<file path="config.mk">
export PLATFORM = sky130hd
export DESIGN_NAME = spe_place
export DESIGN_NICKNAME = d
export VERILOG_FILES = /design/src/subpixel_edgel_extractor_defines.svh /design/src/spe_pkg.sv /design/src/spe_place.sv
export SDC_FILE = /design/constraint.sdc
export NUM_CORES = 1
export LEC_CHECK = 0
export BUFFER_PORTS_ARGS = -buffer_cell sky130_fd_sc_hd__buf_2
export CORE_MARGIN = 2
export CORE_UTILIZATION = 50
export CTS_CLUSTER_DIAMETER = 50
export DETAILED_ROUTE_END_ITERATION = 7
export PLACE_DENSITY_LB_ADDON = 0.1
export SYNTH_ARGS = -nofsm -noshare
export SYNTH_HDL_FRONTEND = slang
export SYNTH_SLANG_ARGS = --single-unit
export TNS_END_PERCENT = 10
</file>
<file path="constraint.sdc">
create_clock -name clk_i -period 6.55 [get_ports clk_i]
set_clock_uncertainty 0.2 [all_clocks]
set_input_delay 0.655 -clock clk_i [delete_from_list [all_inputs] [get_ports clk_i]]
set_output_delay 0.655 -clock clk_i [all_outputs]
set_load 0.01 [all_outputs]
</file>
<file path="src/subpixel_edgel_extractor_defines.svh">
// Assertion macros for the subpixel edgel extractor.
// Needs clk_i and rst_ni in the scope of each use.
`ifndef SUBPIXEL_EDGEL_EXTRACTOR_DEFINES_SVH
`define SUBPIXEL_EDGEL_EXTRACTOR_DEFINES_SVH

// Same-cycle implication, checked out of reset.
`define SPE_ASSERT_IMPL(label, ante, cons) \
  label: assert property (@(posedge clk_i) disable iff (!rst_ni) (ante) |-> (cons)) \
    else $error("subpixel edgel extractor: assertion failed");

// Next-cycle implication, checked out of reset.
`define SPE_ASSERT_NEXT(label, ante, cons) \
  label: assert property (@(posedge clk_i) disable iff (!rst_ni) (ante) |=> (cons)) \
    else $error("subpixel edgel extractor: assertion failed");

`endif

</file>
<file path="src/spe_pkg.sv">
// Shared types, constants and helpers of the subpixel edgel extractor.
// No dependencies; used by every module and interface of the block.
`timescale 1ns / 1ps
`default_nettype none

package spe_pkg;

  // Field widths
  localparam int STRENGTH_W = 16;
  localparam int ANGLE_W    = 16;
  localparam int OFFSET_W   = 14;
  localparam int POS_W      = 22;
  localparam int POS_FRAC   = 8;

  // Image size limits and configuration
  localparam int MAX_WIDTH  = 4096;
  localparam int MAX_HEIGHT = 4096;
  localparam int SIZE_W     = 13;
  localparam int COL_W      = $clog2(MAX_WIDTH);
  localparam int ROW_W      = $clog2(MAX_HEIGHT);
  localparam int CFG_IDX_W  = 1;
  localparam int CFG_DATA_W = SIZE_W;
  localparam logic [SIZE_W-1:0] WIDTH_RESET  = SIZE_W'(640);
  localparam logic [SIZE_W-1:0] HEIGHT_RESET = SIZE_W'(480);

  typedef enum logic [CFG_IDX_W-1:0] {
    CFG_IMAGE_WIDTH  = 1'b0,
    CFG_IMAGE_HEIGHT = 1'b1
  } cfg_idx_e;

  typedef struct packed {
    logic                  we;
    logic [CFG_IDX_W-1:0]  idx;
    logic [CFG_DATA_W-1:0] data;
  } cfg_wr_t;

  // Trig format
  localparam int TRIG_FRAC_BITS = 14;
  localparam int TRIG_W         = TRIG_FRAC_BITS + 2;
  localparam int TRIG_ONE       = 1 << TRIG_FRAC_BITS;
  localparam int ROUND_SHIFT    = 30 - TRIG_FRAC_BITS;
  localparam int DISP_SHIFT     = TRIG_FRAC_BITS + 12 - POS_FRAC;
  localparam int PROD_W         = TRIG_W + OFFSET_W;

  // Angle folding: 2^14 codes per quadrant
  localparam int QTR_BITS = 14;
  localparam int R_W      = QTR_BITS + 1;
  localparam int QUARTER  = 1 << QTR_BITS;

  // Q30 series constants and exact reciprocal multipliers
  localparam logic [31:0] PI_Q30    = 32'd3373259426;
  localparam logic [30:0] ONE_Q30   = 31'h4000_0000;
  localparam logic [29:0] DIV9_MUL  = 30'd954437177;   // 2^33 / 9, rounded up
  localparam int          DIV9_SH   = 33;
  localparam logic [31:0] DIV21_MUL = 32'd3272356036;  // 2^36 / 21, rounded up
  localparam int          DIV21_SH  = 36;
  localparam logic [29:0] DIV5_MUL  = 30'd858993460;   // 2^32 / 5, rounded up
  localparam int          DIV5_SH   = 32;
  localparam logic [30:0] DIV3_MUL  = 31'd1431655766;  // 2^32 / 3, rounded up
  localparam int          DIV3_SH   = 32;

  // Pipeline stages
  localparam int STG_IN   = 0;
  localparam int STG_TRIG = 11;
  localparam int STG_PROD = 12;
  localparam int STG_OUT  = 13;
  localparam int DEPTH    = STG_OUT + 1;

  typedef struct packed {
    logic [R_W-1:0] r;
    logic           neg;
  } fold_t;

  typedef struct packed {
    logic [STRENGTH_W-1:0]      strength;
    logic signed [ANGLE_W-1:0]  angle;
    logic signed [OFFSET_W-1:0] offset;
    logic [COL_W-1:0]           col;
    logic [ROW_W-1:0]           row;
  } side_t;

  // Fold an angle code onto the first quadrant of the sine.
  function automatic fold_t fold_angle(input logic [ANGLE_W-1:0] code);
    fold_t               f;
    logic [QTR_BITS-1:0] low;
    low   = code[QTR_BITS-1:0];
    f.r   = code[QTR_BITS] ? (R_W'(QUARTER) - R_W'(low)) : R_W'(low);
    f.neg = code[QTR_BITS+1];
    return f;
  endfunction

endpackage

`default_nettype wire

</file>
<file path="src/spe_place.sv">
// Edgel placement: trig times offset, rounded to 1/256 pixel, plus the counter.
// Stages 12 and 13 of the block pipeline. Depends on spe_pkg.
`timescale 1ns / 1ps
`default_nettype none

module spe_place (
  input  wire logic                             clk_i,
  input  wire logic [spe_pkg::DEPTH-1:0]        en_i,
  input  wire logic signed [spe_pkg::TRIG_W-1:0]   trig_c_i,
  input  wire logic signed [spe_pkg::TRIG_W-1:0]   trig_s_i,
  input  wire logic signed [spe_pkg::OFFSET_W-1:0] offset_i,
  input  wire logic [spe_pkg::COL_W-1:0]        col_i,
  input  wire logic [spe_pkg::ROW_W-1:0]        row_i,
  output logic signed [spe_pkg::POS_W-1:0]      x_pos_o,
  output logic signed [spe_pkg::POS_W-1:0]      y_pos_o
);

  logic signed [spe_pkg::PROD_W-1:0] prod_x_q, prod_y_q;
  logic signed [spe_pkg::POS_W-1:0]  x_pos_q, y_pos_q;

  // Round half up to 1/256 pixel and add the whole-pixel counter.
  function automatic logic [spe_pkg::POS_W-1:0] place_pos(
    input logic signed [spe_pkg::PROD_W-1:0] prod,
    input logic [spe_pkg::COL_W-1:0]         cnt
  );
    logic signed [spe_pkg::PROD_W-1:0] biased;
    logic signed [spe_pkg::PROD_W-1:0] disp;
    biased = prod + (spe_pkg::PROD_W'(1) <<< (spe_pkg::DISP_SHIFT - 1));
    disp   = biased >>> spe_pkg::DISP_SHIFT;
    return spe_pkg::POS_W'({cnt, spe_pkg::POS_FRAC'(0)}) + spe_pkg::POS_W'(disp);
  endfunction

  always_ff @(posedge clk_i) begin
    if (en_i[spe_pkg::STG_PROD]) begin
      prod_x_q <= spe_pkg::PROD_W'(trig_c_i) * spe_pkg::PROD_W'(offset_i);
      prod_y_q <= spe_pkg::PROD_W'(trig_s_i) * spe_pkg::PROD_W'(offset_i);
    end
    if (en_i[spe_pkg::STG_OUT]) begin
      x_pos_q <= $signed(place_pos(prod_x_q, col_i));
      y_pos_q <= $signed(place_pos(prod_y_q, spe_pkg::COL_W'(row_i)));
    end
  end

  assign x_pos_o = x_pos_q;
  assign y_pos_o = y_pos_q;

endmodule

`default_nettype wire

</file>
==> results of run 1 <==
synthesized netlist by cell type, types with 7 or more instances:
cell | number | area [µm²]
inv_1 | 514 | 1930
fa_1 | 438 | 8770
and2_1 | 227 | 1420
nand2_1 | 208 | 781
ha_1 | 164 | 2050
clkbuf_1 | 72 | 270
xnor2_1 | 72 | 631
edfxtp_1 | 70 | 2100
nor2_1 | 52 | 195
a21oi_1 | 26 | 130
nand3_1 | 21 | 105
xor2_1 | 18 | 158
a21o_1 | 15 | 113
o21ai_0 | 14 | 70.1
and3_1 | 12 | 75.1
nand2b_1 | 10 | 62.6
a31oi_1 | 7 | 43.8
registers in the layout (all words and copies together), names as in the netlist:
register  flops
prod_y_q     13
x_pos_o      22
y_pos_o      22
prod_x_q     13
cells by family (layout without fill, tap and decap cells):
group | count (synthesis) | after routing
AO/OA/AOI/OAI | 106 | 106
XOR/XNOR | 90 | 90
adder cells (fa/ha/maj) | 602 | 602
buffers and inverters | 588 | 809
flip-flops | 70 | 70
multiplexers | 1 | 1
other | 0 | 1
AND/OR/NAND/NOR | 555 | 555
timing repair:
item                                    in CTS  in global routing
pin swaps                                    2                 11
resized for setup                            3                 17
setup buffers                                0                  2
cloned                                       0                  0
endpoints found under the setup margin       4                 13
final timing paths:
path	start	end	slack, ns	depth (start not counted)
setup / recovery	offset_i[2]	prod_y_q[23]	0.12	20
hold reg to reg	prod_y_q[21]	y_pos_o[3]	0.36	1
setup reg to reg	prod_x_q[17]	x_pos_o[21]	2.48	15
hold / removal	prod_y_q[21]	y_pos_o[3]	0.36	1
through the flow:
stage | utilization, % | TNS [ns] | instance area (µm²)
floorplan | - | -0.0152 | 19500
global placement | 56.5 | -2.84 | 21800
detailed placement | 56.5 | -3.92 | 21800
CTS | 57.2 | 0 | 22100
global route | 57.5 | -0.243 | 22200
finish | 57.5 | 0 | 22200
routing by layer:
metal	vias up	global-route usage [%]	part of all wire, %
li1	6363	-	-
met1	6870	31.6	46
met2	206	40.2	49
met3	48	2.27	2.9
met4	0	3.86	1.5
met5	-	0	0
worst max-delay path, cell delays in order:
cell	delay, ns
buf_4	0.18
buf_4	0.16
and2_1	0.15
fa_1	0.53
inv_1	0.05
fa_1	0.48
inv_1	0.05
fa_1	0.49
fa_1	0.44
fa_1	0.49
fa_1	0.58
ha_4	0.22
and3_4	0.18
a221oi_2	0.30
nand3_1	0.11
a211o_1	0.35
a32oi_4	0.26
a21boi_2	0.10
or4b_1	0.47
o311ai_1	0.11
layout make-up:
cell class / count / area [µm²]
multi-input combinational: 1354 / 15200
antenna: 1 / 2.50
inverter: 514 / 1930
sequential: 70 / 2100
tap: 518 / 648
fill: 3521 / 16400
clock buffer: 9 / 225
clock inverter: 7 / 51.3
timing repair buffer: 279 / 2000
==> flow_summary.json, run 1 <==
{
  "numPlacedInstances": 2733,
  "synth-xor-area-share_pct": 4.05,
  "worst_skew_pair.late_latency_ns": 0.34,
  "setup.worst_path.end_class": "flip-flop",
  "synth_compound_area_share_pct": 3.79,
  "cts_hold_buf": 0,
  "pin_count": 129,
  "clockBufferDepth": 2,
  "setup_ws_ns": 0.123,
  "grt_pass1_vias": 15200,
  "fin_crit_sh_pct": 98.1,
  "hold_ws_ns": 0.363,
  "grt_use_total_pct": 23.0,
  "cap_violations": 0,
  "drv_slew": 0,
  "routed_wl_um": 42500,
  "clk_pin_slew_ns": 0.05,
  "synth_flop_cell": "edfxtp_1",
  "yosys.area_share.simple_pct": 14.4,
  "drive_gt1_share_pct": 14.0,
  "syn_avg_cell_area_um2": 9.67,
  "netlist_instances": 2012,
  "die_w_um": 201,
  "max_freq_mhz": 156,
  "cts.sinks": 70,
  "mostFrequentLayoutCell": "inv_1",
  "clockRootBuffer": "clkbuf_16",
  "final_cell_mix": "inv_1 (514), fa_1 (438), and2_1 (227), nand2_1 (208), ha_1 (163)",
  "vias_per_cell": 4.90,
  "antenna_found_initial": 1,
  "portBuffers": 116,
  "h-tree-depth": 3,
  "required_ns": 6.49,
  "hold_viol": 0,
  "async_flop_share_pct": 0,
  "numCtsBuffers": 9,
  "synth-warning-count": 0,
  "slew_headroom_pct": 32.2,
  "grt_pass1_wl_um": 74700,
  "seq_area_frac_synth_pct": 10.8,
  "rsz0062_at_grt": "true",
  "grt-ovfl-total": 0,
  "rows": 72,
  "drc_errors": 0,
  "core-area_um2": 38600,
  "nets": 2915,
  "hold_class": "flip-flop to flip-flop",
  "die_y_um": 201,
  "avgRoutedWirePerCell_um": 15.4,
  "start_util_pct": 50.5,
  "num_vias": 13500,
  "cp_max_fo": 11,
  "synth_enable_flop_cells": 70,
  "ant_nets": 0,
  "synth.mux.area_fraction_pct": 0.0514,
  "grt_max_degree": 45,
  "synth-adder-area-share_pct": 55.6,
  "status": "completed",
  "dieArea_um2": 40500,
  "gp_congestion": 0.852,
  "cts_tree": "done",
  "synthToLayoutAreaGrowth_pct": 13.8,
  "cp-start-kind": "input port",
  "yosys.cell_types.count": 45,
  "tightest_slew_ns": 1.02,
  "worstPathArrival_ns": 6.37,
  "synth_seq_cells": 70,
  "instances_no_fill": 2752,
  "synth_top_family_by_area": "adder cells",
  "crit_type": "input port to flip-flop",
  "syn-cell-area_um2": 19500,
  "setup_violations": 0,
  "drtIter0Drc": 416,
  "dr.pass1.iters": 5,
  "hpwl_um": 37500,
  "syn_nets": 2699,
  "min_period_ns": 6.43,
  "pre_cts_ws_ns": -0.374
}
Power of run 1 is not shown: default switching activity piles up to over one toggle a cycle in this logic, so the estimate is an artifact.
==> run 2, diff against run 1 <==
--- a/config.mk
+++ b/config.mk
@@ -6,11 +6,12 @@
 export NUM_CORES = 1
 export LEC_CHECK = 0
 export BUFFER_PORTS_ARGS = -buffer_cell sky130_fd_sc_hd__buf_2
-export CORE_MARGIN = 2
+export CORE_MARGIN = 5
 export CORE_UTILIZATION = 50
 export CTS_CLUSTER_DIAMETER = 50
 export DETAILED_ROUTE_END_ITERATION = 7
 export PLACE_DENSITY_LB_ADDON = 0.1
+export SLEW_MARGIN = 20
 export SYNTH_ARGS = -nofsm -noshare
 export SYNTH_HDL_FRONTEND = slang
 export SYNTH_SLANG_ARGS = --single-unit
==> run 2 against run 1 <==
Net effect:
- hold slack better by 0.0096 ns
- via count about the same
- sequential cell count unchanged
- die area up 6.1%
- wire length up 1.2%
- final area up 0.39%
- utilization up 0.22 points
- setup slack better by 0.083 ns
==> flow_summary.json, run 2 (synthesis gave the netlist of run 1 again) <==
{
  "avgRoutedWirePerCell_um": 15.7,
  "dr.pass1.iters": 6,
  "drtIter0Drc": 545,
  "cpPeakStageDelay_ns": 0.62,
  "antenna_found_initial": 1,
  "h-tree-depth": 3,
  "numCtsBuffers": 9,
  "cp_common_cell": "fa_1",
  "num_vias": 13500,
  "worstReg2RegStart": "prod_x_q[17]",
  "start_util_pct": 50.5,
  "grt-ovfl-total": 0,
  "fin_tns_setup_ns": 0,
  "path_buf_inv": 3,
  "min_period_ns": 6.34,
  "hold_class": "flip-flop to flip-flop",
  "timing.rr.end": "x_pos_o[21]",
  "gp_congestion": 0.860,
  "cts.sinks": 70,
  "final_cell_mix": "inv_1 (513), fa_1 (436), and2_1 (225), nand2_1 (207), ha_1 (162)",
  "hpwl_um": 37900,
  "clk_pin_slew_ns": 0.06,
  "cp_max_fo": 6,
  "grt_pass1_vias": 15500,
  "whs_path_depth": 1,
  "drv_slew": 0,
  "worstPathArrival_ns": 6.30,
  "whs_endpoint": "y_pos_o[7]",
  "clockBufferDepth": 2,
  "cp-start-kind": "input port",
  "fin_crit_sh_pct": 96.9,
  "placed_area_um2": 21700,
  "cpLargestDelayFamily": "adder cells",
  "die_w_um": 207,
  "hold_viol": 0,
  "cap_violations": 0,
  "crit_type": "input port to flip-flop",
  "cpMaxStageDelayCell": "fa_1",
  "pin_count": 129,
  "rr_worst_depth": 15,
  "clockRootBuffer": "clkbuf_16",
  "grt_use_total_pct": 21.2,
  "worst_skew_pair.late_latency_ns": 0.33,
  "max_freq_mhz": 158,
  "core-area_um2": 38600,
  "slew_headroom_pct": 30.8,
  "hold_path.startpoint": "prod_y_q[25]",
  "vias_per_cell": 4.92,
  "portBuffers": 116,
  "setup_violations": 0,
  "nets": 2909,
  "dieArea_um2": 43000,
  "die_y_um": 207,
  "grt_pass1_wl_um": 75800,
  "setup.worst_path.end_class": "flip-flop",
  "cts_tree": "done",
  "drc_errors": 0,
  "tightest_slew_ns": 1.04,
  "ant_nets": 0,
  "required_ns": 6.50,
  "status": "completed",
  "fin_area_um2": 22200,
  "cts_hold_buf": 0,
  "routed_wl_um": 43000,
  "rows": 72,
  "drive_gt1_share_pct": 14.1,
  "synthToLayoutAreaGrowth_pct": 14.3,
  "mostFrequentLayoutCell": "inv_1",
  "rrSetupSlack_ns": 2.44,
  "n_fill_cell": 3511,
  "crit_chain": "buf_4, buf_4, nand2_1, fa_1, fa_1, inv_1, fa_1, fa_1, fa_1, fa_1, ha_4, and3_4, a221oi_4, nand3_1, a211o_1, a32oi_4, a21boi_2, or4b_1, o311ai_1",
  "grt_max_degree": 45
}
==> run 2: changes by cell type in the layout (fill, tap and decap cells not counted), sizes merged <==
cell	before	now
buf	277	272
clkinv	2	3
bufinv	0	2
clkinvlp	5	1
==> run 2: how the worst max path moves through the flow <==
| stage | to | cells past startpoint | start | slack [ns] |
|---|---|---|---|---|
| after floorplan | prod_x_q[29] | 22 | trig_c_i[15] | -0.02 |
| after global placement | prod_y_q[29] | 21 | offset_i[3] | -0.29 |
| after detailed placement | prod_x_q[29] | 22 | offset_i[2] | -0.42 |
| after CTS | prod_x_q[29] | 23 | offset_i[2] | 0.007 |
| after global routing | prod_y_q[23] | 19 | trig_s_i[9] | -0.02 |
| final | prod_y_q[23] | 19 | offset_i[7] | 0.21 |
==> run 2: cell type report <==
class                      instances  area, µm²  share of cell area (%)
clock buffer                      10        229                    1.03
multi-input combinational       1354      15200                    68.5
inverter                         514       1930                    8.69
tap                              518        648                    2.91
antenna                            1       2.50                  0.0113
clock inverter                     6       86.3                   0.388
sequential                        70       2100                    9.45
timing repair buffer             273       2010                    9.03
==> run 2: worst register-to-register path, stage by stage, from the launching register on <==
cell      delay (ns)
edfxtp_1        0.38
ha_1            0.19
nand3_1         0.13
nor2_1          0.19
and3_1          0.25
nand3_1         0.11
xnor2_1         0.27
ha_1            0.30
a21o_1          0.16
a21oi_1         0.23
nor2b_1         0.08
o21a_1          0.19
o41ai_1         0.61
o211ai_1        0.25
a31oi_1         0.24
xnor2_1         0.08
==> run 2: through the flow <==
step                      std cells  worst slack, ns  hold slack, ns  utilization, %
after floorplan                2012          -0.0152           0.341               -
after global placement         2725           -0.287           0.343            56.3
after detailed placement       2725           -0.420           0.361            56.3
after CTS                      2741          0.00711           0.375            57.2
after global routing           2746          -0.0151           0.426            57.7
final                          2746            0.206           0.372            57.7
==> run 2: repair_timing <==
item,4_1_cts,5_1_grt
hold endpoints to repair,0,0
buffers inserted,0,9
pin swaps,0,26
cloned,0,0
setup endpoints to repair,2,17
resized for setup,3,62
==> run 2: layer usage <==
metal | up-vias | part of all wire (%) | track usage [%]
met2 | 201 | 50 | 37.2
li1 | 6338 | - | -
met3 | 44 | 2.9 | 2.36
met4 | 0 | 1.4 | 3.35
met1 | 6917 | 46 | 29.4
met5 | - | 0 | 0
Power of run 2 is left out for the same reason.
