<file path="config.mk">
export PLATFORM = sky130hd
export DESIGN_NAME = spe_raster
export DESIGN_NICKNAME = d
export VERILOG_FILES = /design/src/subpixel_edgel_extractor_defines.svh /design/src/spe_pkg.sv /design/src/spe_raster.sv
export SDC_FILE = /design/constraint.sdc
export NUM_CORES = 1
export LEC_CHECK = 0
export BUFFER_PORTS_ARGS = -buffer_cell sky130_fd_sc_hd__clkbuf_2
export CAP_MARGIN = 20
export CORE_ASPECT_RATIO = 1.75
export CORE_UTILIZATION = 30
export CTS_CLUSTER_SIZE = 20
export DETAILED_ROUTE_END_ITERATION = 10
export GPL_TIMING_DRIVEN = 0
export PLACE_DENSITY = 0.55
export SYNTH_ARGS = -nofsm -noshare
export SYNTH_HDL_FRONTEND = slang
export SYNTH_SLANG_ARGS = --single-unit
</file>
<file path="constraint.sdc">
create_clock -name clk_i -period 9 [get_ports clk_i]
set_clock_uncertainty 0.1 [all_clocks]
set_input_delay 0.9 -clock clk_i [delete_from_list [all_inputs] [get_ports clk_i]]
set_output_delay 0.9 -clock clk_i [all_outputs]
set_load 0.03 [all_outputs]
</file>
<file path="src/subpixel_edgel_extractor_defines.svh">
// Assertion macros for the subpixel edgel extractor.
// Needs clk_i and rst_ni in the scope of each use.
`ifndef SUBPIXEL_EDGEL_EXTRACTOR_DEFINES_SVH
`define SUBPIXEL_EDGEL_EXTRACTOR_DEFINES_SVH

// Same-cycle implication, checked out of reset.
`define SPE_ASSERT_IMPL(label, ante, cons) \
  label: assert property (@(posedge clk_i) disable iff (!rst_ni) (ante) |-> (cons)) \
    else $error("subpixel edgel extractor: assertion failed");

// Next-cycle implication, checked out of reset.
`define SPE_ASSERT_NEXT(label, ante, cons) \
  label: assert property (@(posedge clk_i) disable iff (!rst_ni) (ante) |=> (cons)) \
    else $error("subpixel edgel extractor: assertion failed");

`endif

</file>
<file path="src/spe_pkg.sv">
// Shared types, constants and helpers of the subpixel edgel extractor.
// No dependencies; used by every module and interface of the block.
`timescale 1ns / 1ps
`default_nettype none

package spe_pkg;

  // Field widths
  localparam int STRENGTH_W = 16;
  localparam int ANGLE_W    = 16;
  localparam int OFFSET_W   = 14;
  localparam int POS_W      = 22;
  localparam int POS_FRAC   = 8;

  // Image size limits and configuration
  localparam int MAX_WIDTH  = 4096;
  localparam int MAX_HEIGHT = 4096;
  localparam int SIZE_W     = 13;
  localparam int COL_W      = $clog2(MAX_WIDTH);
  localparam int ROW_W      = $clog2(MAX_HEIGHT);
  localparam int CFG_IDX_W  = 1;
  localparam int CFG_DATA_W = SIZE_W;
  localparam logic [SIZE_W-1:0] WIDTH_RESET  = SIZE_W'(640);
  localparam logic [SIZE_W-1:0] HEIGHT_RESET = SIZE_W'(480);

  typedef enum logic [CFG_IDX_W-1:0] {
    CFG_IMAGE_WIDTH  = 1'b0,
    CFG_IMAGE_HEIGHT = 1'b1
  } cfg_idx_e;

  typedef struct packed {
    logic                  we;
    logic [CFG_IDX_W-1:0]  idx;
    logic [CFG_DATA_W-1:0] data;
  } cfg_wr_t;

  // Trig format
  localparam int TRIG_FRAC_BITS = 14;
  localparam int TRIG_W         = TRIG_FRAC_BITS + 2;
  localparam int TRIG_ONE       = 1 << TRIG_FRAC_BITS;
  localparam int ROUND_SHIFT    = 30 - TRIG_FRAC_BITS;
  localparam int DISP_SHIFT     = TRIG_FRAC_BITS + 12 - POS_FRAC;
  localparam int PROD_W         = TRIG_W + OFFSET_W;

  // Angle folding: 2^14 codes per quadrant
  localparam int QTR_BITS = 14;
  localparam int R_W      = QTR_BITS + 1;
  localparam int QUARTER  = 1 << QTR_BITS;

  // Q30 series constants and exact reciprocal multipliers
  localparam logic [31:0] PI_Q30    = 32'd3373259426;
  localparam logic [30:0] ONE_Q30   = 31'h4000_0000;
  localparam logic [29:0] DIV9_MUL  = 30'd954437177;   // 2^33 / 9, rounded up
  localparam int          DIV9_SH   = 33;
  localparam logic [31:0] DIV21_MUL = 32'd3272356036;  // 2^36 / 21, rounded up
  localparam int          DIV21_SH  = 36;
  localparam logic [29:0] DIV5_MUL  = 30'd858993460;   // 2^32 / 5, rounded up
  localparam int          DIV5_SH   = 32;
  localparam logic [30:0] DIV3_MUL  = 31'd1431655766;  // 2^32 / 3, rounded up
  localparam int          DIV3_SH   = 32;

  // Pipeline stages
  localparam int STG_IN   = 0;
  localparam int STG_TRIG = 11;
  localparam int STG_PROD = 12;
  localparam int STG_OUT  = 13;
  localparam int DEPTH    = STG_OUT + 1;

  typedef struct packed {
    logic [R_W-1:0] r;
    logic           neg;
  } fold_t;

  typedef struct packed {
    logic [STRENGTH_W-1:0]      strength;
    logic signed [ANGLE_W-1:0]  angle;
    logic signed [OFFSET_W-1:0] offset;
    logic [COL_W-1:0]           col;
    logic [ROW_W-1:0]           row;
  } side_t;

  // Fold an angle code onto the first quadrant of the sine.
  function automatic fold_t fold_angle(input logic [ANGLE_W-1:0] code);
    fold_t               f;
    logic [QTR_BITS-1:0] low;
    low   = code[QTR_BITS-1:0];
    f.r   = code[QTR_BITS] ? (R_W'(QUARTER) - R_W'(low)) : R_W'(low);
    f.neg = code[QTR_BITS+1];
    return f;
  endfunction

endpackage

`default_nettype wire

</file>
<file path="src/spe_raster.sv">
// Image size registers and raster column/row counters.
// Depends on spe_pkg.
`timescale 1ns / 1ps
`default_nettype none

module spe_raster (
  input  wire logic                      clk_i,
  input  wire logic                      rst_ni,
  input  wire spe_pkg::cfg_wr_t          cfg_i,
  input  wire logic                      adv_i,
  output logic [spe_pkg::COL_W-1:0]      col_o,
  output logic [spe_pkg::ROW_W-1:0]      row_o
);

  logic [spe_pkg::SIZE_W-1:0] width_q, height_q;
  logic [spe_pkg::SIZE_W-1:0] eff_w, eff_h;
  logic [spe_pkg::COL_W-1:0]  col_q, col_d;
  logic [spe_pkg::ROW_W-1:0]  row_q, row_d;
  logic [spe_pkg::COL_W:0]    col_inc;
  logic [spe_pkg::ROW_W:0]    row_inc;

  // Zero or oversize acts as the maximum.
  always_comb begin
    eff_w = (width_q == '0 || width_q > spe_pkg::SIZE_W'(spe_pkg::MAX_WIDTH)) ?
            spe_pkg::SIZE_W'(spe_pkg::MAX_WIDTH) : width_q;
    eff_h = (height_q == '0 || height_q > spe_pkg::SIZE_W'(spe_pkg::MAX_HEIGHT)) ?
            spe_pkg::SIZE_W'(spe_pkg::MAX_HEIGHT) : height_q;
  end

  always_comb begin
    col_inc = {1'b0, col_q} + 1'b1;
    row_inc = {1'b0, row_q} + 1'b1;
    col_d   = col_q;
    row_d   = row_q;
    if (adv_i) begin
      if (spe_pkg::SIZE_W'(col_inc) >= eff_w) begin
        col_d = '0;
        row_d = (spe_pkg::SIZE_W'(row_inc) >= eff_h) ? '0 : row_inc[spe_pkg::ROW_W-1:0];
      end else begin
        col_d = col_inc[spe_pkg::COL_W-1:0];
      end
    end
  end

  always_ff @(posedge clk_i or negedge rst_ni) begin
    if (!rst_ni) begin
      width_q  <= spe_pkg::WIDTH_RESET;
      height_q <= spe_pkg::HEIGHT_RESET;
      col_q    <= '0;
      row_q    <= '0;
    end else begin
      col_q <= col_d;
      row_q <= row_d;
      if (cfg_i.we) begin
        case (cfg_i.idx)
          spe_pkg::CFG_IMAGE_WIDTH:  width_q  <= cfg_i.data;
          spe_pkg::CFG_IMAGE_HEIGHT: height_q <= cfg_i.data;
          default: ;
        endcase
      end
    end
  end

  assign col_o = col_q;
  assign row_o = row_q;

endmodule

`default_nettype wire

</file>
==> flow_results.org, run 1 <==
** Run status
- The flow ran to the end, and the final reports show no timing, DRC or antenna violations.

** Layout
- Share of post-route cells with drive strength above 1 :: 28.1%
- Final instance count without filler cells :: 487
- The filler cells instantiated in the layout total 1061.
- Leading cell type in the layout, fill and taps excluded :: dfrtp_1
- Area growth from synthesis to final layout :: 18.3%
- In the layout the commonest cells are dfrtp_1 (44), clkbuf_2 (41), nand2b_1 (28), ha_1 (28), mux2_2 (27).
- Antenna diode instance count :: 0
- The net count of the finished layout is 405.

** Clocking
- In this run the number of H-tree levels came out at 2.
- Clock tree from TritonCTS :: done
- Counting the buffers created by CTS gives 5.
- Total of cells resized after clock tree synthesis :: 0
- Clock tree buffer depth :: 2
- After clock tree synthesis, the setup repair step added 0 buffers.
- Clock root buffer :: clkbuf_16
- After clock tree synthesis, the flow added hold-fix buffers numbering 0.
- Clock-pin slew was measured on the worst setup and hold paths at 0.07 ns.
- The clock drives 50 sinks.
- Clock insertion delay at the later pin of the skew report :: 0.30 ns

** Timing
- Period minus WS final :: 3.28 ns
- Tightest hold margin :: 0.444 ns
- At the pin with the least slew margin, the transition time is 0.575 ns.
- Ratio of final minimum period to clock period :: 36.4%
- The number of pins with negative max-slew slack in the final report came to 0.
- Worst slew margin :: 61.7%
- Highest attainable clock frequency :: 305 MHz
- Adding up every negative setup slack in the final design gives 0 ns.
- Setup repair after global routing missed its margin :: no
- Final setup fails :: 0
- The total count of hold-check failures in the final report is 0.

** Logic synthesis
- Simple-Gate Fraction of Synth Area :: 20.3%
- Post-Syn Area :: 0.00319 mm²
- Share of async-settable or async-resettable flops after synthesis :: 100%
- Counting flops with a built-in enable in the synthesized netlist gives 0.
- Of the total synthesized cell area, the portion taken by XOR and XNOR cells is 5.73%.
- By area, the combinational part of the netlist is dominated by simple AND/OR/NAND/NOR gates.
- Synthesis warning total :: 0
- When the netlist entered floorplanning its net count stood at 356.
- The share of the Yosys chip area taken by registers is 39.5%.
- The synthesized netlist devotes 10.9% of its cell area to compound gates.
- The synthesized netlist devotes 11.0% of its cell area to adder and majority cells.
- Yosys mapped the design onto 45 distinct sky130hd cell types.
- Top flip-flop cell by instance count after synthesis :: dfrtp_1
- Mux share of post-synthesis cell area :: 9.86%
- Post-synthesis average cell area :: 10.3 µm²
- Cell count after synthesis :: 310
- Seq cells post-synth :: 50

** Floorplanning
- Pin placement for this block handled 42 I/O pins.
- Effective utilization at floorplan :: 30.9%
- Area enclosed by the die boundary :: 0.0111 mm²
- DIE WIDTH :: 79.9 µm
- The floorplan has 49 rows.
- The core region is 0.0103 mm².
- Measured along the y axis, the die boundary spans 138 µm.

** Worst setup path
- Data arrival time of the critical path :: 3.39 ns
- Buffers and inverters on the worst path :: 2
- Type of element capturing the critical path :: register
- Launching element type of the critical path :: register
- The slowest stage of the critical path belongs to the cell dfrtp_1.
- On the worst path, the slowest cell contributes a delay of 0.48 ns.
- Worst path required time :: 9.12 ns
- Category of the critical setup timing path :: reg2reg
- Of all nets on the critical path, the largest fanout is 10.
- Crit path cell chain :: and3_1, and3_1, and2_1, nand4_1, xnor2_1, ha_1, and4_1, and2_1, a22o_1, a31oi_1, buf_4, buf_4, nand2_1, o21ai_1
- Kind of cell with the highest combined delay on the critical path :: simple AND/OR/NAND/NOR gates

** Drt
- In the final routed layout, each cell accounts on average for 14.4 µm.
- Residual DRC :: 0
- After detailed routing, the number of vias per cell comes to 4.94.
- Final WL :: 7020 µm
- Total iterations of the first detailed-routing run :: 4
- Once detail routing completed, the nets flagged for antenna violations numbered 0.
- Routed via count :: 2405
- The first routing iteration left 33 violations.

** Global routing
- Entering global routing, the biggest net connects 33 pins.
- Vias in the first global route :: 2545
- Wire length of the first global-routing pass :: 12100 µm
- Gr ovfl total :: 0
- Antenna violations before repair :: 0
- Overall Global Routing Usage :: 14.1%

** Place
- At the end of routability-driven placement, the weighted congestion stood at 0.778.
- After legalization and detailed placement, the total HPWL measured 5700 µm.
- Placed insts :: 479
- In this run the tool buffered the top-level ports with 41 buffer cells.

** Power and ir drop
- For this design the static power due to leakage is 1.79 nW.
- Power spread over the standard cell area amounts to 216 mW/mm².
- Worst vdd rail ir drop :: 0.152 mV
- Power after layout :: 0.814 mW

** Job
- Maximum capacitance violations :: 0

** Worst hold path
- Class of the worst hold path :: reg2reg
## cell usage after synthesis (2+ instances only)
cell	instances	area share, %
xor2_1	6	1.6
ha_1	28	11
a21oi_1	10	1.6
dfstp_2	6	4.9
a22o_1	5	1.4
and4_1	3	0.82
nor2b_1	13	2.6
a31oi_1	4	0.79
buf_2	2	0.31
nor3_1	2	0.31
clkbuf_1	7	0.82
nor2_1	10	1.2
a31o_2	9	2.5
o21bai_1	4	0.94
and3_1	4	0.79
nand2b_1	28	5.5
and2_1	3	0.59
nand4_1	6	1.2
nand3_1	8	1.3
o21ai_0	8	1.3
dfrtp_1	44	35
o21ai_1	3	0.47
nand2_1	23	2.7
buf_4	2	0.47
mux2_2	27	9.5
xnor2_1	13	3.6
nor4_1	7	1.4
inv_1	8	0.94
## where the power goes
group	internal (mW)	total, mW	switching [mW]
Combinational	0.113	0.256	0.143
Sequential	0.262	0.303	0.0410
Clock	0.167	0.255	0.0875
## through the flow
step | utilization [%] | setup WS (ns) | area [µm²]
after floorplan | - | 5.92 | 3190
after global routing | 36.6 | 5.44 | 3770
final | 36.6 | 5.72 | 3770
after CTS | 36.6 | 5.69 | 3770
after global placement | 34.5 | 5.72 | 3550
after detailed placement | 34.7 | 5.71 | 3570
## final cells by class
| type | instances | area (µm²) | share of cell area, % |
|---|---|---|---|
| sequential | 50 | 1260 | 33.4 |
| clock inverter | 2 | 60.1 | 1.59 |
| timing repair buffer | 42 | 225 | 5.98 |
| clock buffer | 6 | 139 | 3.69 |
| buffer | 12 | 55.1 | 1.46 |
| inverter | 8 | 30.0 | 0.797 |
| multi-input combinational | 240 | 1840 | 48.9 |
| tap | 127 | 159 | 4.22 |
## flip-flops by register name, summed over array words and instances, names as in the netlist
name	flops
height_q	13
width_q	13
col_o	12
row_o	12
## final timing paths
check,start,endpoint,slack [ns],depth (start not counted)
max,col_o[3],row_o[9],5.72,14
min,height_q[10],height_q[10],0.44,1
max reg2reg,col_o[3],row_o[9],5.72,14
min reg2reg,height_q[10],height_q[10],0.44,1
max in group asynchronous,rst_ni,height_q[8],7.71,2
min in group asynchronous,rst_ni,row_o[2],0.47,1
## layer usage
| layer | track usage, % | vias to the layer above | wire length [µm] |
|---|---|---|---|
| met5 | 0 | - | 0 |
| met4 | 4.32 | 0 | 99 |
| met3 | 2.38 | 7 | 207 |
| met1 | 14.3 | 1153 | 2640 |
| met2 | 27.8 | 38 | 4080 |
| li1 | - | 1207 | - |
## logic make-up after synthesis
family,Yosys count
and+or+nand+nor,113
AOI/OAI and AO/OA,51
DFF,50
muxes,28
adders and majority gates,28
xor gates and xnor gates,20
buffers and inverters,20
Note: power is estimated with default switching activity, not from simulation.
==> inputs of run 2 (changes only) <==
clock period = 3.4 ns   (was 9 ns; I/O delays follow)
==> run 2 against run 1 <==
  * Maximum frequency up 3.4%
  * Via count about the same
  * Total power rose to 2.7 times the previous value
  * Sequential power rose to 2.7 times the previous value
  * Cell area up 1.1%
  * Combinational power rose to 2.7 times the previous value
  * Wire length up 1.1%
  * Count of clock-buffer cells in the layout unchanged
  * Register-to-register slack worse by 5.5 ns
  * Critical path type unchanged
  * Global-route usage about the same
==> flow_results.org, run 2 (synthesis results as in run 1) <==
** Run status
- The run finished with clean final reports.

** Worst hold path
- Hold Path Sink :: width_q[4]
- Worst hold path stage count :: 2 (+1)
- Class of the worst hold path :: in2reg
- In this run the most critical hold path is launched from cfg_i[4].

** Drt
- Initial DRC count :: 40 (+21%)
- The length of the first detailed-routing pass in iterations came to 4 (unchanged).
- Routed via count :: 2403 (-0.083%)
- Residual DRC :: 0 (unchanged)
- The average routed wire per standard cell is 14.5 µm (+0.92%).
- Final WL :: 7100 µm (+1.1%)
- Number of vias per cell after detailed routing :: 4.92 (-0.29%)
- The number of nets still failing antenna checks after routing came to 0 (unchanged).

** Layout
- The library cell used most frequently in the layout, excluding fill and tap cells, is dfrtp_1.
- Share of post-route cells with drive strength above 1 :: 29.4% (+1.3 points)
- Area growth from synthesis to final layout :: 19.6%
- Final instance count without filler cells :: 488 (+0.21%)
- Antenna diode instance count :: 0 (unchanged)
- The filler cell count was 1057 (-0.38%).
- The number of nets in the layout was 406 (+0.25%).
- Most used cells in the layout excluding fill and tap cells :: dfrtp_1 (43), clkbuf_2 (41), nand2b_1 (28)
- Registers with the most flip-flops :: height_q x13, width_q x13

** Worst setup path
- Reg-to-reg critical path startpoint :: col_o[0]
- The largest fanout of any net on the critical path came to 10 (unchanged).
- Category of the critical setup timing path :: reg2reg
- Most numerous cell on the critical path :: and2_1
- Slowest-stage cell, CP :: dfrtp_1
- Launching element type of the critical path :: register
- The arrival time of the worst setup path came to 3.29 ns (-0.10 ns).
- The worst setup path is captured at a register.
- Delay contributed by the slowest stage of the critical path :: 0.43 ns (-0.05 ns)
- Capture instance of the worst register-to-register path :: row_o[9]
- The setup slack of the worst register-to-register path was 0.23 ns (-5.49 ns).
- Reg2Reg Depth :: 14 (unchanged)
- Worst path required time :: 3.52 ns (-5.60 ns)
- Crit path cell chain :: ha_2, and3_1, and2_1, nand4_1, xnor2_2, ha_1, and4_1, and2_1, a22o_1, a31oi_2, buf_6, buf_4, nand2_1, o21ai_1

** Timing
- Period minus WS final :: 3.17 ns (-0.108 ns)
- The total count of hold-check failures in the final report was 0 (unchanged).
- Worst-margin pin slew :: 0.575 ns (+0.00000471 ns)
- The maximum clock frequency came to 316 MHz (+3.4%).
- Setup Total Neg Slack :: 0 ns (unchanged)
- Worst slew margin :: 61.7% (about the same)
- Final Slew Violations :: 0 (unchanged)
- The fraction of the cycle the final worst path needs is 93.2% (+57 points).
- Final setup margin :: 0.233 ns (-5.49 ns)
- Final setup fails :: 0 (unchanged)

** Global routing
- The remaining global-route overflow was 0 (unchanged).
- The maximum number of pins on one net before global-route repair came to 33 (unchanged).
- The initial antenna violation count is 0 (unchanged).
- Vias in the first global route :: 2557 (+0.47%)
- The total routing usage reported by global routing came to 14.1% (+0.027 points).
- Wire length of the first global-routing pass :: 12100 µm (+0.23%)

** Clocking
- CTS buffer count :: 5 (unchanged)
- Clock tree from TritonCTS :: done
- Reg clk slew, reported paths :: 0.07 ns (about the same)
- Clock insertion delay at the later pin of the skew report :: 0.30 ns (about the same)
- The post-CTS repair timing setup buffer count came to 0 (unchanged).
- Clock tree buffer depth :: 2 (unchanged)
- Clock H-tree levels :: 2 (unchanged)
- The number of sinks handled by clock tree synthesis came to 50 (unchanged).
- Clock root buffer :: clkbuf_16

** Job
- The number of maximum-capacitance violations is 0 (unchanged).

** Floorplanning
- Area of the core :: 0.0103 mm² (unchanged)
- The total I/O pin count came to 42 (unchanged).
- The number of placement rows was 49 (unchanged).
- The floorplan die area was 0.0111 mm² (unchanged).
- DIE WIDTH :: 79.9 µm (unchanged)
- Die height :: 138 µm (unchanged)
- The starting utilization of the core area came to 30.9% (unchanged).

** Power and ir drop
- The power consumption was 2.17 mW (+170%).
- Worst vdd rail ir drop :: 0.406 mV (+170%)
- Static Leakage :: 1.82 nW (+1.4%)
- Ratio of total power to cell area :: 568 mW/mm² (+160%)

** Place
- Final HPWL from detailed placement :: 5700 µm (unchanged)
- The routability congestion estimate from global placement was 0.778 (unchanged).
- The total instance count after detailed placement came to 479 (unchanged).
- Worst slack, placed :: 0.109 ns (-5.60 ns)
- PortBufs :: 41 (unchanged)
run 2: cell count changes in the layout (fill, tap and decap cells not counted), sizes merged:
cell / previous run / this run
clkbuf: 54 / 55
dlygate4sd3: 0 / 1
buf: 6 / 5
run 2: worst max-delay path: cells and delay by family, from the launching register on:
family | cells | cell delay, ns
adder cells (fa/ha/maj) | 2 | 0.57
AND/OR/NAND/NOR | 6 | 0.96
flip-flops | 1 | 0.43
XOR/XNOR | 1 | 0.18
buffers and inverters | 2 | 0.35
AO/OA/AOI/OAI | 3 | 0.49
run 2: area by class of cell:
class | count | area, µm² | share of cell area (%)
clock inverters | 2 | 60.1 | 1.58
flip-flops and latches | 50 | 1260 | 33.1
clock buffers | 6 | 139 | 3.65
multi-input cells | 240 | 1870 | 49.0
repair buffers | 43 | 235 | 6.17
well taps | 127 | 159 | 4.17
plain buffers | 12 | 61.3 | 1.61
inverters | 8 | 30.0 | 0.788
run 2: worst max path at each step:
| stage | startpoint | endpoint | slack [ns] | depth (start not counted) |
|---|---|---|---|---|
| after global routing | col_o[0] | col_o[0] | -0.02 | 12 |
| final | col_o[0] | row_o[9] | 0.23 | 14 |
| after detailed placement | col_o[3] | row_o[9] | 0.11 | 14 |
| after CTS | col_o[3] | row_o[9] | 0.09 | 14 |
| after global placement | col_o[0] | row_o[7] | 0.12 | 13 |
| after floorplan | col_o[0] | row_o[7] | 0.32 | 13 |
run 2: layer usage:
metal | share of wire, % | global-route usage, % | vias up
li1 | - | - | 1206
met1 | 37 | 14.3 | 1150
met2 | 58 | 27.9 | 40
met3 | 3.0 | 2.38 | 7
met4 | 1.4 | 4.32 | 0
met5 | 0 | 0 | -
run 2: what timing repair did:
| action | 4_1_cts | 5_1_grt |
|---|---|---|
| gates resized for setup | 0 | 7 |
| hold buffers | 1 | 0 |
| hold endpoints to repair | 18 | 0 |
| endpoints found under the setup margin | 0 | 15 |
run 2: metrics by stage:
step | util, % | area (µm²) | hold slack, ns
finish | 37.0 | 3810 | 0.191
global route | 37.0 | 3810 | 0.187
CTS | 36.7 | 3780 | 0.189
detailed placement | 34.7 | 3570 | 0.247
global placement | 34.5 | 3550 | 0.423
floorplan | - | 3190 | -0.0556
run 2: power breakdown:
| group | switching, mW | total, mW | internal (mW) | leakage (nW) |
|---|---|---|---|---|
| clock network | 0.232 | 0.674 | 0.442 | 0.0971 |
| registers | 0.109 | 0.804 | 0.695 | 0.619 |
| logic | 0.383 | 0.687 | 0.304 | 1.10 |
==> inputs of run 3 (changes only) <==
ABC_AREA = 1   (was default)
CAP_MARGIN = default   (was 20)
SETUP_SLACK_MARGIN = 0.4   (was default)
==> run 3 against run 2 <==
  * Wire length up 22%
  * Sequential power up 2%
  * Die area up 6.7%
  * Sequential share of layout area decreased by 2.2 points
  * Core utilization is 0.11 points lower
  * Combinational power rose by 63%
  * Critical path type unchanged
  * Critical endpoint is now col_o[7]
  * Largest cell class unchanged
  * Largest power group is now combinational cells
==> flow_results.org, run 3 <==
** Global routing
- Antenna violations before repair :: 0 (unchanged)
- The maximum number of pins on one net before global-route repair came to 51 (+55%).
- The remaining global-route overflow came to 0 (unchanged).
- Overall Global Routing Usage :: 15.3% (+1.2 points)
- Wire length of the first global-routing pass :: 13800 µm (+14%)
- The number of global-route vias before repair was 3073 (+20%).

** Drt
- The detailed-route vias per instance is 4.69 (-4.7%).
- Routed via count :: 3125 (+30%)
- Residual DRC :: 0 (unchanged)
- The length of the first detailed-routing pass in iterations is 4 (unchanged).
- Count of nets left with antenna violations after detail routing :: 0 (unchanged)
- Final WL :: 8660 µm (+22%)
- The average routed wire per standard cell came to 13.0 µm (-11%).
- Initial DRC count :: 119 (+200%)

** Timing
- Highest attainable clock frequency :: 353 MHz (+12%)
- Worst slew margin :: 59.3% (-2.4 points)
- The transition time at the pin with the least slew margin is 0.611 ns (+0.0357 ns).
- Final Slew Violations :: 0 (unchanged)
- Setup repair after global routing could not meet its margin everywhere.
- The total of endpoints with negative setup slack in the final report is 0 (unchanged).
- The setup TNS was 0 ns (unchanged).
- Final-report hold violation count :: 0 (unchanged)
- The shortest clock period the worst path allows after layout came to 2.84 ns (-0.332 ns).
- The worst hold slack is 0.181 ns (-0.00939 ns).
- The fraction of the cycle the final worst path needs came to 83.4% (-9.8 points).

** Logic synthesis
- By area the synthesized netlist is led by dfrtp_1 (32%), nand2_1 (16%), ha_1 (10%).
- The proportion of register bits with asynchronous set or reset after synthesis came to 100% (unchanged).
- The synthesis warning total was 0 (unchanged).
- Among all cell types in the netlist, the one instantiated most often is nand2_1.
- Number of distinct standard cells referenced by the synthesized netlist :: 27 (-40%)
- The synthesized area per cell is 7.11 µm² (-31%).
- The share of the synthesized area in the top cell type is 32.3% (-2.2 points).
- Top post-synthesis cells by count :: nand2_1 (144), inv_1 (62), nand3_1 (48), dfrtp_1 (44), nor2_1 (44)
- Cell count after synthesis :: 479 (+55%)
- The number of flops mapped to enable cells by yosys came to 0 (unchanged).
- Of all cell types, the one taking the most synthesized area is dfrtp_1.
- Seq cells post-synth :: 50 (unchanged)
- For this run, the leading register cell type out of synthesis is dfrtp_1.
- The sequential share of the synthesized area came to 37.0% (-2.5 points).
- Synthesized netlist net count :: 525 (+47%)
- Post-Syn Area :: 0.00340 mm² (+6.9%)

** Power and ir drop
- Ratio of total power to cell area :: 596 mW/mm² (+4.9%)
- Static Leakage :: 2.17 nW (+19%)
- Worst vdd rail ir drop :: 0.370 mV (-8.9%)

** Layout
- The final standard cell area without fillers was 0.00410 mm² (+7.5%).
- Area growth from synthesis to final layout :: 20.3%
- Most used cells in the layout excluding fill and tap cells :: nand2_1 (142), inv_1 (62), nand3_1 (47)
- The number of nets in the layout came to 579 (+43%).
- Area used by multi-input combinational logic :: 0.00191 mm² (+2.5%)
- The number of diodes added for antenna fixing was 0 (unchanged).
- Share of post-route cells with drive strength above 1 :: 18.0% (-11 points)
- The largest registers in the layout are height_q x13, width_q x13.
- Final Util :: 36.9% (-0.11 points)
- Total area of sequential cells :: 0.00126 mm² (+0.20%)
- The library cell used most frequently in the layout, excluding fill and tap cells, is nand2_1.
- Filler cells :: 1192 (+13%)

** Worst setup path
- Largest fanout of any net on the critical path :: 10 (unchanged)
- The arrival time of the worst setup path came to 2.93 ns (-0.36 ns).
- The worst setup path is launched from a register.
- Category of the critical setup timing path :: reg2reg
- Type of element capturing the critical path :: register
- Worst path required time :: 3.49 ns (-0.03 ns)

** Place
- Final HPWL from detailed placement :: 6780 µm (+19%)
- The routability congestion estimate from global placement was 0.777 (-0.13%).
- PortBufs :: 41 (unchanged)
- The total cell area at the placement stage came to 0.00377 mm² (+5.7%).

** Floorplanning
- Count of standard-cell rows :: 51 (+4.1%)
- The die extent in y was 143 µm (+3.3%).
- The die boundary width was 82.5 µm (+3.3%).
- The total I/O pin count is 42 (unchanged).
- The starting utilization of the core area came to 30.7% (-0.27 points).
- The floorplan die area is 0.0118 mm² (+6.7%).
- Area of the core :: 0.0111 mm² (+7.8%)

** Clocking
- Clock insertion delay at the later pin of the skew report :: 0.29 ns (about the same)
- The clock slew seen by the registers of the worst setup and hold paths came to 0.07 ns (about the same).
- Clock H-tree levels :: 2 (unchanged)
- TritonCTS built the clock tree.
- Sinks on Clock Net :: 50 (unchanged)
- The clock tree buffer depth came to 2 (unchanged).
- Clock root buffer :: clkbuf_16
- The number of buffers inserted during clock tree synthesis came to 5 (unchanged).

** Job
- Maximum capacitance violations :: 0 (unchanged)

** Worst hold path
- Class of the worst hold path :: in2reg

** Run status
- Status :: finished, final reports clean
-- run 3: cell types whose count changed after synthesis, sizes merged, moves of 6 or more --
| cell | change |
|---|---|
| nand2 | +127 |
| inv | +55 |
| nand2b | -28 |
| nor2 | +40 |
| a31o | -9 |
| xnor2 | -11 |
| nand3 | +40 |
| o21ai | +26 |
| and3 | -6 |
| nor2b | -13 |
| mux2 | -27 |
-- run 3: report_power, final --
group / total (mW) / leakage (nW) / switching [mW] / internal [mW]
logic: 1.12 / 1.47 / 0.702 / 0.413
clock network: 0.504 / 0.0631 / 0.231 / 0.274
registers: 0.821 / 0.632 / 0.118 / 0.704
total: 2.44 / 2.17 / 1.05 / 1.39
-- run 3: worst paths after layout --
path,startpoint,to,slack [ns],depth (start not counted)
worst max-delay path,width_q[8],col_o[7],0.56,16
worst min-delay path,cfg_i[7],width_q[7],0.18,3
worst max register to register,width_q[8],col_o[7],0.56,16
worst min register to register,height_q[7],height_q[7],0.40,2
max in group asynchronous,rst_ni,height_q[5],2.09,3
min in group asynchronous,rst_ni,row_o[1],0.48,2
-- run 3: metrics by stage --
stage                     total power, mW  cells  setup WS, ns
after CTS                            2.39    660         0.460
final                                2.44    666         0.565
after global routing                 2.64    666         0.344
after detailed placement             1.86    652        0.0546
after global placement               1.82    652         0.115
after floorplan                      1.57    479         0.580
-- run 3: metal layers --
| layer | track usage, % | share of wire (%) | vias to the layer above |
|---|---|---|---|
| met4 | 4.45 | 1.7 | 0 |
| met3 | 1.85 | 1.7 | 12 |
| met5 | 0 | 0 | - |
| met2 | 31.7 | 59 | 47 |
| met1 | 14.8 | 38 | 1445 |
| li1 | - | - | 1621 |
-- run 3: timing repair --
action / CTS / global route
hold endpoints to repair: 0 / 2
gates resized for setup: 8 / 23
hold buffers: 0 / 1
setup endpoints to repair: 24 / 20
gates cloned: 0 / 1
pin swaps: 0 / 4
buffers inserted: 0 / 3
-- run 3: layout make-up --
cell class	count	share of cell area, %
multi-input combinational	351	46.7
buffer	14	2.47
inverter	64	5.87
tap	132	4.03
sequential	50	30.8
clock inverter	2	0.367
clock buffer	6	3.15
timing repair buffer	47	6.57
-- run 3: cells by family (layout without fill, tap and decap cells) --
kind of cell	after synthesis	after routing	synth area share, %
AO/OA/AOI/OAI	48	48	7.06
XOR/XNOR	14	14	3.60
adder cells (fa/ha/maj)	28	28	10.3
buffers and inverters	78	133	9.63
flip-flops	50	50	37.0
AND/OR/NAND/NOR	261	261	32.5
-- run 3: critical path: stages (launching register included) --
cell,delay (ns)
dfrtp_1,0.43
nor4_4,0.33
nand2_2,0.09
or2_4,0.25
buf_6,0.14
nand3_1,0.07
ha_1,0.25
nand2_1,0.10
nor2_2,0.05
nand2_2,0.08
clkinv_1,0.09
nand2_1,0.09
nand3_2,0.09
nor2_4,0.25
buf_6,0.16
nand3_1,0.06
o21ai_0,0.12
